`src/design/mme_pkg.sv`:
```
// shared types and constants of the matrix multiply engine
// no dependencies
package mme_pkg;

    localparam int MAX_DIM_DEF    = 8;
    localparam int DATA_WIDTH_DEF = 16;
    localparam int ACC_BITS       = 40;
    localparam int FRAC_BITS      = 8;
    localparam int DIM_REG_W      = 4;
    localparam int CFG_INDEX_W    = 2;
    localparam logic [DIM_REG_W-1:0] DIM_RESET = DIM_REG_W'(8);

    typedef enum logic [1:0] {
        CMD_LOAD_A  = 2'd0,
        CMD_LOAD_B  = 2'd1,
        CMD_COMPUTE = 2'd2
    } cmd_t;

    typedef enum logic [CFG_INDEX_W-1:0] {
        REG_A_ROWS    = 2'd0,
        REG_INNER_DIM = 2'd1,
        REG_B_COLS    = 2'd2
    } reg_index_t;

    typedef enum logic [1:0] {
        ST_IDLE,
        ST_READ,
        ST_DRAIN,
        ST_OUT
    } state_t;

endpackage

```
`src/design/mme_ram.sv`:
```
// generic single-port-write, single-port-read ram with registered read data
// no dependencies
module mme_ram #(
    parameter int WIDTH = 16,
    parameter int DEPTH = 64,
    localparam int ADDR_W = $clog2(DEPTH)
) (
    input  logic              clk,
    input  logic              wr_en,
    input  logic [ADDR_W-1:0] wr_addr,
    input  logic [WIDTH-1:0]  wr_data,
    input  logic              rd_en,
    input  logic [ADDR_W-1:0] rd_addr,
    output logic [WIDTH-1:0]  rd_data
);

    logic [WIDTH-1:0] mem [DEPTH];

    always_ff @(posedge clk) begin
        if (wr_en) begin
            mem[wr_addr] <= wr_data;
        end
        if (rd_en) begin
            rd_data <= mem[rd_addr];
        end
    end

endmodule

```
`src/design/matrix_multiply_engine_core.sv`:
```
// matrix multiply engine top level: element stores, mac sequencer, output register
// depends on mme_pkg and mme_ram
//
// Usage:
//   s_ channel: s_tuser carries the command, s_tdata the Q8.8 element.
//   load A / load B transactions are taken one per cycle while idle and write
//   the next row-major store position; loads past the end of a store are dropped.
//   a compute transaction drops s_tready until the whole product has gone out.
//   each result element runs inner_dim operand pairs through the shared
//   multiply-accumulate unit and its read, product and accumulate registers,
//   then waits in the output register; the next element starts only after the
//   previous result was taken.
//   m_ channel: m_tdata is the saturated result, m_tlast marks the final
//   element, m_tuser[0] flags saturation. a stalled receiver holds the result
//   and freezes the sequencer.
//   cfg port: write enable, register index, data; write only while idle.
//   reset: dimensions go to 8, both stores read as zero, load positions zero.
module matrix_multiply_engine_core
    import mme_pkg::*;
#(
    parameter int MAX_DIM    = MAX_DIM_DEF,
    parameter int DATA_WIDTH = DATA_WIDTH_DEF,
    localparam int TDATA_W   = ((DATA_WIDTH + 7) / 8) * 8
) (
    input  logic                   aclk,
    input  logic                   aresetn,
    // configuration
    input  logic                   cfg_wr_en,
    input  logic [CFG_INDEX_W-1:0] cfg_index,
    input  logic [DIM_REG_W-1:0]   cfg_wdata,
    // input channel
    input  logic                   s_tvalid,
    output logic                   s_tready,
    input  logic [TDATA_W-1:0]     s_tdata,   // element_value
    input  logic [1:0]             s_tuser,   // command
    // result channel
    output logic                   m_tvalid,
    input  logic                   m_tready,
    output logic [TDATA_W-1:0]     m_tdata,   // out_value
    output logic                   m_tlast,
    output logic [0:0]             m_tuser    // out_saturated
);

    localparam int DEPTH  = MAX_DIM * MAX_DIM;
    localparam int AW     = $clog2(DEPTH);
    localparam int PW     = $clog2(DEPTH + 1);
    localparam int DIM_W  = $clog2(MAX_DIM + 1);
    localparam int CNT_W  = $clog2(MAX_DIM);
    localparam int PROD_W = 2 * DATA_WIDTH;
    localparam int SH_W   = ACC_BITS - FRAC_BITS;
    localparam longint MAXV = (longint'(1) << (DATA_WIDTH - 1)) - 1;
    localparam longint MINV = -MAXV - 1;

    function automatic logic [DIM_W-1:0] clamp_dim(input logic [DIM_REG_W-1:0] v);
        logic [DIM_W-1:0] r;
        if (v == '0) begin
            r = DIM_W'(1);
        end else if (int'(v) > MAX_DIM) begin
            r = DIM_W'(MAX_DIM);
        end else begin
            r = DIM_W'(v);
        end
        return r;
    endfunction

    // configuration
    logic [DIM_REG_W-1:0] a_rows_reg, inner_dim_reg, b_cols_reg;
    logic [DIM_W-1:0]     rows, inner, cols;
    logic [CNT_W-1:0]     rows_m1, inner_m1, cols_m1;

    // sequencer
    state_t           state_reg, state_next;
    logic [CNT_W-1:0] i_reg, i_next, j_reg, j_next, k_reg, k_next;
    logic [AW-1:0]    a_addr_reg, a_addr_next, b_addr_reg, b_addr_next;
    logic [AW-1:0]    a_base_reg, a_base_next;
    logic [PW-1:0]    a_pos_reg, a_pos_next, b_pos_reg, b_pos_next;
    logic [DEPTH-1:0] a_valid_reg, b_valid_reg;
    logic             a_wr, b_wr, rd_en, acc_clr, out_load, last_elem;

    // mac datapath
    logic [DATA_WIDTH-1:0]        a_rdata, b_rdata;
    logic                         a_vld_reg, b_vld_reg;
    logic                         s1_vld_reg, s2_vld_reg;
    logic signed [DATA_WIDTH-1:0] a_val, b_val;
    logic signed [PROD_W-1:0]     prod_reg;
    logic [ACC_BITS-1:0]          prod_ext;
    logic [ACC_BITS-1:0]          acc_reg;
    logic signed [SH_W-1:0]       shifted;
    logic                         sat_hi, sat_lo;

    // output register
    logic [DATA_WIDTH-1:0] out_value_reg;
    logic                  out_last_reg, out_sat_reg;

    assign rows     = clamp_dim(a_rows_reg);
    assign inner    = clamp_dim(inner_dim_reg);
    assign cols     = clamp_dim(b_cols_reg);
    assign rows_m1  = CNT_W'(rows - DIM_W'(1));
    assign inner_m1 = CNT_W'(inner - DIM_W'(1));
    assign cols_m1  = CNT_W'(cols - DIM_W'(1));

    always_ff @(posedge aclk) begin
        if (!aresetn) begin
            a_rows_reg    <= DIM_RESET;
            inner_dim_reg <= DIM_RESET;
            b_cols_reg    <= DIM_RESET;
        end else if (cfg_wr_en) begin
            unique case (cfg_index)
                REG_A_ROWS:    a_rows_reg    <= cfg_wdata;
                REG_INNER_DIM: inner_dim_reg <= cfg_wdata;
                REG_B_COLS:    b_cols_reg    <= cfg_wdata;
                default: ;
            endcase
        end
    end

    assign last_elem = (i_reg == rows_m1) && (j_reg == cols_m1);

    always_comb begin
        state_next  = state_reg;
        i_next      = i_reg;
        j_next      = j_reg;
        k_next      = k_reg;
        a_addr_next = a_addr_reg;
        b_addr_next = b_addr_reg;
        a_base_next = a_base_reg;
        a_pos_next  = a_pos_reg;
        b_pos_next  = b_pos_reg;
        a_wr        = 1'b0;
        b_wr        = 1'b0;
        rd_en       = 1'b0;
        acc_clr     = 1'b0;
        out_load    = 1'b0;
        unique case (state_reg)
            ST_IDLE: begin
                if (s_tvalid) begin
                    unique case (s_tuser)
                        CMD_LOAD_A: begin
                            if (a_pos_reg < PW'(DEPTH)) begin
                                a_wr       = 1'b1;
                                a_pos_next = a_pos_reg + PW'(1);
                            end
                        end
                        CMD_LOAD_B: begin
                            if (b_pos_reg < PW'(DEPTH)) begin
                                b_wr       = 1'b1;
                                b_pos_next = b_pos_reg + PW'(1);
                            end
                        end
                        CMD_COMPUTE: begin
                            a_pos_next  = '0;
                            b_pos_next  = '0;
                            i_next      = '0;
                            j_next      = '0;
                            k_next      = '0;
                            a_addr_next = '0;
                            b_addr_next = '0;
                            a_base_next = '0;
                            acc_clr     = 1'b1;
                            state_next  = ST_READ;
                        end
                        default: ;
                    endcase
                end
            end
            ST_READ: begin
                rd_en = 1'b1;
                if (k_reg == inner_m1) begin
                    state_next = ST_DRAIN;
                end else begin
                    k_next      = k_reg + CNT_W'(1);
                    a_addr_next = a_addr_reg + AW'(1);
                    b_addr_next = b_addr_reg + AW'(cols);
                end
            end
            ST_DRAIN: begin
                // wait for the last product to land in the accumulator
                if (!s1_vld_reg && !s2_vld_reg) begin
                    out_load   = 1'b1;
                    state_next = ST_OUT;
                end
            end
            ST_OUT: begin
                if (m_tready) begin
                    if (last_elem) begin
                        state_next = ST_IDLE;
                    end else begin
                        k_next  = '0;
                        acc_clr = 1'b1;
                        if (j_reg == cols_m1) begin
                            j_next      = '0;
                            i_next      = i_reg + CNT_W'(1);
                            a_base_next = a_base_reg + AW'(inner);
                            a_addr_next = a_base_reg + AW'(inner);
                            b_addr_next = '0;
                        end else begin
                            j_next      = j_reg + CNT_W'(1);
                            a_addr_next = a_base_reg;
                            b_addr_next = AW'(j_reg) + AW'(1);
                        end
                        state_next = ST_READ;
                    end
                end
            end
            default: state_next = ST_IDLE;
        endcase
    end

    always_ff @(posedge aclk) begin
        if (!aresetn) begin
            state_reg   <= ST_IDLE;
            a_pos_reg   <= '0;
            b_pos_reg   <= '0;
            a_valid_reg <= '0;
            b_valid_reg <= '0;
            s1_vld_reg  <= 1'b0;
            s2_vld_reg  <= 1'b0;
        end else begin
            state_reg  <= state_next;
            a_pos_reg  <= a_pos_next;
            b_pos_reg  <= b_pos_next;
            s1_vld_reg <= rd_en;
            s2_vld_reg <= s1_vld_reg;
            if (a_wr) begin
                a_valid_reg[a_pos_reg[AW-1:0]] <= 1'b1;
            end
            if (b_wr) begin
                b_valid_reg[b_pos_reg[AW-1:0]] <= 1'b1;
            end
        end
    end

    always_ff @(posedge aclk) begin
        i_reg      <= i_next;
        j_reg      <= j_next;
        k_reg      <= k_next;
        a_addr_reg <= a_addr_next;
        b_addr_reg <= b_addr_next;
        a_base_reg <= a_base_next;
    end

    mme_ram #(.WIDTH(DATA_WIDTH), .DEPTH(DEPTH)) u_a_ram (
        .clk     (aclk),
        .wr_en   (a_wr),
        .wr_addr (a_pos_reg[AW-1:0]),
        .wr_data (s_tdata[DATA_WIDTH-1:0]),
        .rd_en   (rd_en),
        .rd_addr (a_addr_reg),
        .rd_data (a_rdata)
    );

    mme_ram #(.WIDTH(DATA_WIDTH), .DEPTH(DEPTH)) u_b_ram (
        .clk     (aclk),
        .wr_en   (b_wr),
        .wr_addr (b_pos_reg[AW-1:0]),
        .wr_data (s_tdata[DATA_WIDTH-1:0]),
        .rd_en   (rd_en),
        .rd_addr (b_addr_reg),
        .rd_data (b_rdata)
    );

    // never-written entries read as zero
    always_ff @(posedge aclk) begin
        if (rd_en) begin
            a_vld_reg <= a_valid_reg[a_addr_reg];
            b_vld_reg <= b_valid_reg[b_addr_reg];
        end
    end

    assign a_val = a_vld_reg ? $signed(a_rdata) : '0;
    assign b_val = b_vld_reg ? $signed(b_rdata) : '0;

    always_ff @(posedge aclk) begin
        if (s1_vld_reg) begin
            prod_reg <= a_val * b_val;
        end
    end

    generate
        if (PROD_W >= ACC_BITS) begin : g_prod_trunc
            assign prod_ext = prod_reg[ACC_BITS-1:0];
        end else begin : g_prod_sext
            assign prod_ext = {{(ACC_BITS - PROD_W){prod_reg[PROD_W-1]}}, prod_reg};
        end
    endgenerate

    always_ff @(posedge aclk) begin
        if (acc_clr) begin
            acc_reg <= '0;
        end else if (s2_vld_reg) begin
            acc_reg <= acc_reg + prod_ext;
        end
    end

    // floor shift then clip to the element range
    assign shifted = $signed(acc_reg[ACC_BITS-1:FRAC_BITS]);
    assign sat_hi  = shifted > $signed(SH_W'(MAXV));
    assign sat_lo  = shifted < $signed(SH_W'(MINV));

    always_ff @(posedge aclk) begin
        if (out_load) begin
            out_last_reg <= last_elem;
            out_sat_reg  <= sat_hi || sat_lo;
            if (sat_hi) begin
                out_value_reg <= DATA_WIDTH'(MAXV);
            end else if (sat_lo) begin
                out_value_reg <= DATA_WIDTH'(MINV);
            end else begin
                out_value_reg <= shifted[DATA_WIDTH-1:0];
            end
        end
    end

    assign s_tready   = (state_reg == ST_IDLE);
    assign m_tvalid   = (state_reg == ST_OUT);
    assign m_tdata    = TDATA_W'(out_value_reg);
    assign m_tlast    = out_last_reg;
    assign m_tuser[0] = out_sat_reg;

endmodule

```
`config.mk`:
```
export PLATFORM = sky130hd
export DESIGN_NAME = matrix_multiply_engine_core
export DESIGN_NICKNAME = d
export VERILOG_FILES = /design/src/design/mme_pkg.sv /design/src/design/mme_ram.sv /design/src/design/matrix_multiply_engine_core.sv
export SDC_FILE = /design/constraint.sdc
export NUM_CORES = 2
export LEC_CHECK = 0
export BUFFER_PORTS_ARGS = -buffer_cell sky130_fd_sc_hd__buf_2
export CAP_MARGIN = 5
export CORE_UTILIZATION = 60
export CTS_BUF_LIST = sky130_fd_sc_hd__clkbuf_16
export CTS_CLUSTER_DIAMETER = 50
export CTS_CLUSTER_SIZE = 16
export DETAILED_ROUTE_END_ITERATION = 8
export GPL_ROUTABILITY_DRIVEN = 0
export PLACE_DENSITY = 0.76
export SYNTH_ARGS = -nofsm -noshare
export SYNTH_HDL_FRONTEND = slang
export SYNTH_HIERARCHICAL = 1
export SYNTH_SLANG_ARGS = --single-unit
```
`constraint.sdc`:
```
create_clock -name aclk -period 18.35 [get_ports aclk]
set_clock_uncertainty 0.2 [all_clocks]
set_input_delay 2.7525 -clock aclk [delete_from_list [all_inputs] [get_ports aclk]]
set_output_delay 2.7525 -clock aclk [all_outputs]
set_load 0.005 [all_outputs]
```
==> results.yml <==
pwr:
  power.density_nw_per_um2: 139
  vdd_drop_max_uv: 257
  power_mw: 15.6
  p_leak_nw: 38.3
synthesis:
  synth.top_cells.by_count: "edfxtp_1, mux4_2, nor2_1"
  synth_nets: 6537
  syn_area_per_cell_um2: 17.0
  ys_types: 83
  ys.flop_type: "edfxtp_1"
  async_flop_share: 0
  synth.most_common_cell: "edfxtp_1"
  ys_seq_area_frac: 0.663
  ys_ff_latch: 2357
  synth_top_area_share: 0.625
  synth-edff-count: 2159
  synth_area_um2: 104000
  synth_cells: 6101
  synth_top_cell_by_area: "edfxtp_1"
  synth_area_leaders: "edfxtp_1, mux4_2, fa_1"
  yosysWarnings: 6
cts:
  cts_root_buf: "clkbuf_16"
  insertion_delay_ns: 0.89
  cts_made_buffers: 189
  cts_setup_buffers: 0
  ctsResizeCount: 0
  cts_max_level: 4
  cts.sinks: 2357
  cts_tree: "yes"
  cts.clk_slew.worst_paths_ns: 0.07
  clockBufferDepth: 3
  postCtsHoldBufs: 0
finish:
  design_area_um2: 113000
  drive_gt1_frac: 0.170
  fin_util: 0.656
  nNetsFinal: 6663
  fillers: 11300
  layout.cells.non_filler: 8655
  syn_to_final_growth_pct: 8.63
  top_regs: "u_a_ram/mem x1024, u_b_ram/mem x1024"
die:
  die_width_um: 418
  die_h_um: 418
  ios: 49
  die-area_um2: 175000
  start_util: 0.604
  placementRows: 152
  coreArea_um2: 172000
global_route:
  met2_usage: 0.437
  track_usage: 0.278
  grt_pass1_vias: 55700
  grt_pass1_wl_um: 356000
  antenna_found_initial: 12
  grt_max_degree: 116
  use_met3: 0.0617
  gr-usage-met1: 0.382
  busiest_layer: "met2"
  gr-total-overflow: 0
setup_path:
  crit_chain: "and2_1, nand2_1, fa_1, inv_1, fa_1, inv_1, fa_1, inv_1, fa_1, fa_1, inv_1, fa_1, inv_1, ha_1, a2111oi_2, nand2b_1, o211a_1, a221o_1, a21oi_2, o21ai_2, a221oi_4, o211ai_1, o211ai_2, xnor2_1"
  slowest_stage: "edfxtp_1"
  crit_path_start_kind: "flip-flop"
  cp_data_required_time_ns: 18.76
  critPathMaxStageDelay_ns: 0.97
  crit_top_cell: "fa_1"
  worst_ep_arrival_time_ns: 8.26
  crit_path_max_fanout: 34
  critPathKind: "reg2reg"
  worstSetupEndpointType: "flip-flop"
drt:
  drcViolationCount: 0
  vias_per_cell: 6.45
  wire_per_inst_um: 27.7
  wl_um: 240000
  antenna_left: 0
  drt-pass1-iter-count: 8
  vias: 55800
  drt_iter0_markers: 6646
placement:
  placed_area_um2: 107000
  dp_cells: 8346
  pre_cts_slack_ns: 10.54
  port_buffers: 48
  hpwl_um: 148000
sta:
  slew_violations: 0
  hold_viol: 0
  whs_ns: 0.266
  setup_violations: 0
  layout_min_cycle_time_ns: 7.84
  maxSlewHeadroom: 0.165
  setup_tns_ns: 0
  rsz0062_at_grt: "false"
  fmax_ghz: 0.127
  worstMarginPinSlew_ns: 1.25
  timing.final.crit_share: 0.427
  layout_setup_ws_ns: 10.51
status:
  outcome: "completed"
hold_path:
  worstHoldPathType: "reg2reg"
job:
  cap_viol_max_count: 0
## power by group
group	total, mW	internal, mW	switching [mW]
Combinational	5.42	2.18	3.24
Clock	3.96	2.02	1.94
Sequential	6.23	6.12	0.115
## cell families after synthesis
logic type      count (synthesis)  synth area share
buf+inv                       655            0.0298
flops                        2357             0.663
simple gates                 1185            0.0541
fa+ha+maj                     407            0.0683
compound gates                646            0.0439
xor+xnor                      104           0.00878
mux                           747             0.132
## cells in the final DEF (no fill, tap or decap), types with 17 or more instances in the layout
cell and n:
edfxtp_1 2159, mux4_2 483, nor2_1 470, inv_1 380, fa_1 265, nand2_1 255
mux2i_1 220, buf_4 207, dfxtp_1 197, clkbuf_16 190, a21oi_1 155, nor2b_1 146
ha_1 141, a22oi_1 100, nand3_1 91, o21a_1 79, xnor2_1 74, a21o_1 54
o21ai_0 45, a221oi_1 38, mux2_2 38, and2_1 35, nand4_1 32, buf_2 31
xor2_1 30, a211oi_1 29, nand2b_1 27, a31oi_1 22, a311oi_1 21, a211o_1 20
nand3b_1 17, and4_1 17
## layer usage
metal	vias up	wire length, um
met3	497	24100
met2	2893	115000
li1	23600	-
met4	22	9860
met5	-	139
met1	28800	91200
## final cells by class
| class | count | area [um2] | share of cell area |
|---|---|---|---|
| clock inverters | 116 | 1180 | 0.0105 |
| repair buffers | 245 | 1850 | 0.0164 |
| flip-flops and latches | 2357 | 68800 | 0.611 |
| clock buffers | 190 | 4750 | 0.0422 |
| inverters | 345 | 1290 | 0.0115 |
| well taps | 2310 | 2890 | 0.0257 |
| diodes | 3 | 7.51 | 0.0000666 |
| multi-input cells | 3089 | 31900 | 0.283 |
## final timing paths
kind                                startpoint                      endpoint  slack (ns)  cells past startpoint
setup reg to reg           a_vld_reg$_DFFE_PP_        prod_reg[31]$_DFFE_PP_       10.51                     24
hold / removal    b_valid_reg[32]$_SDFFE_PN0P_  b_valid_reg[32]$_SDFFE_PN0P_        0.27                      1
setup / recovery           a_vld_reg$_DFFE_PP_        prod_reg[31]$_DFFE_PP_       10.51                     24
hold reg to reg   b_valid_reg[32]$_SDFFE_PN0P_  b_valid_reg[32]$_SDFFE_PN0P_        0.27                      1
## critical path, delay by kind of cell (launching register included)
kind / cells / cell delay (ns)
compound gates: 8 / 1.96
xor+xnor: 1 / 0.09
fa+ha+maj: 7 / 3.45
buf+inv: 5 / 0.27
flops: 1 / 0.97
simple gates: 3 / 0.69
Note: power is estimated with default switching activity, not from simulation.
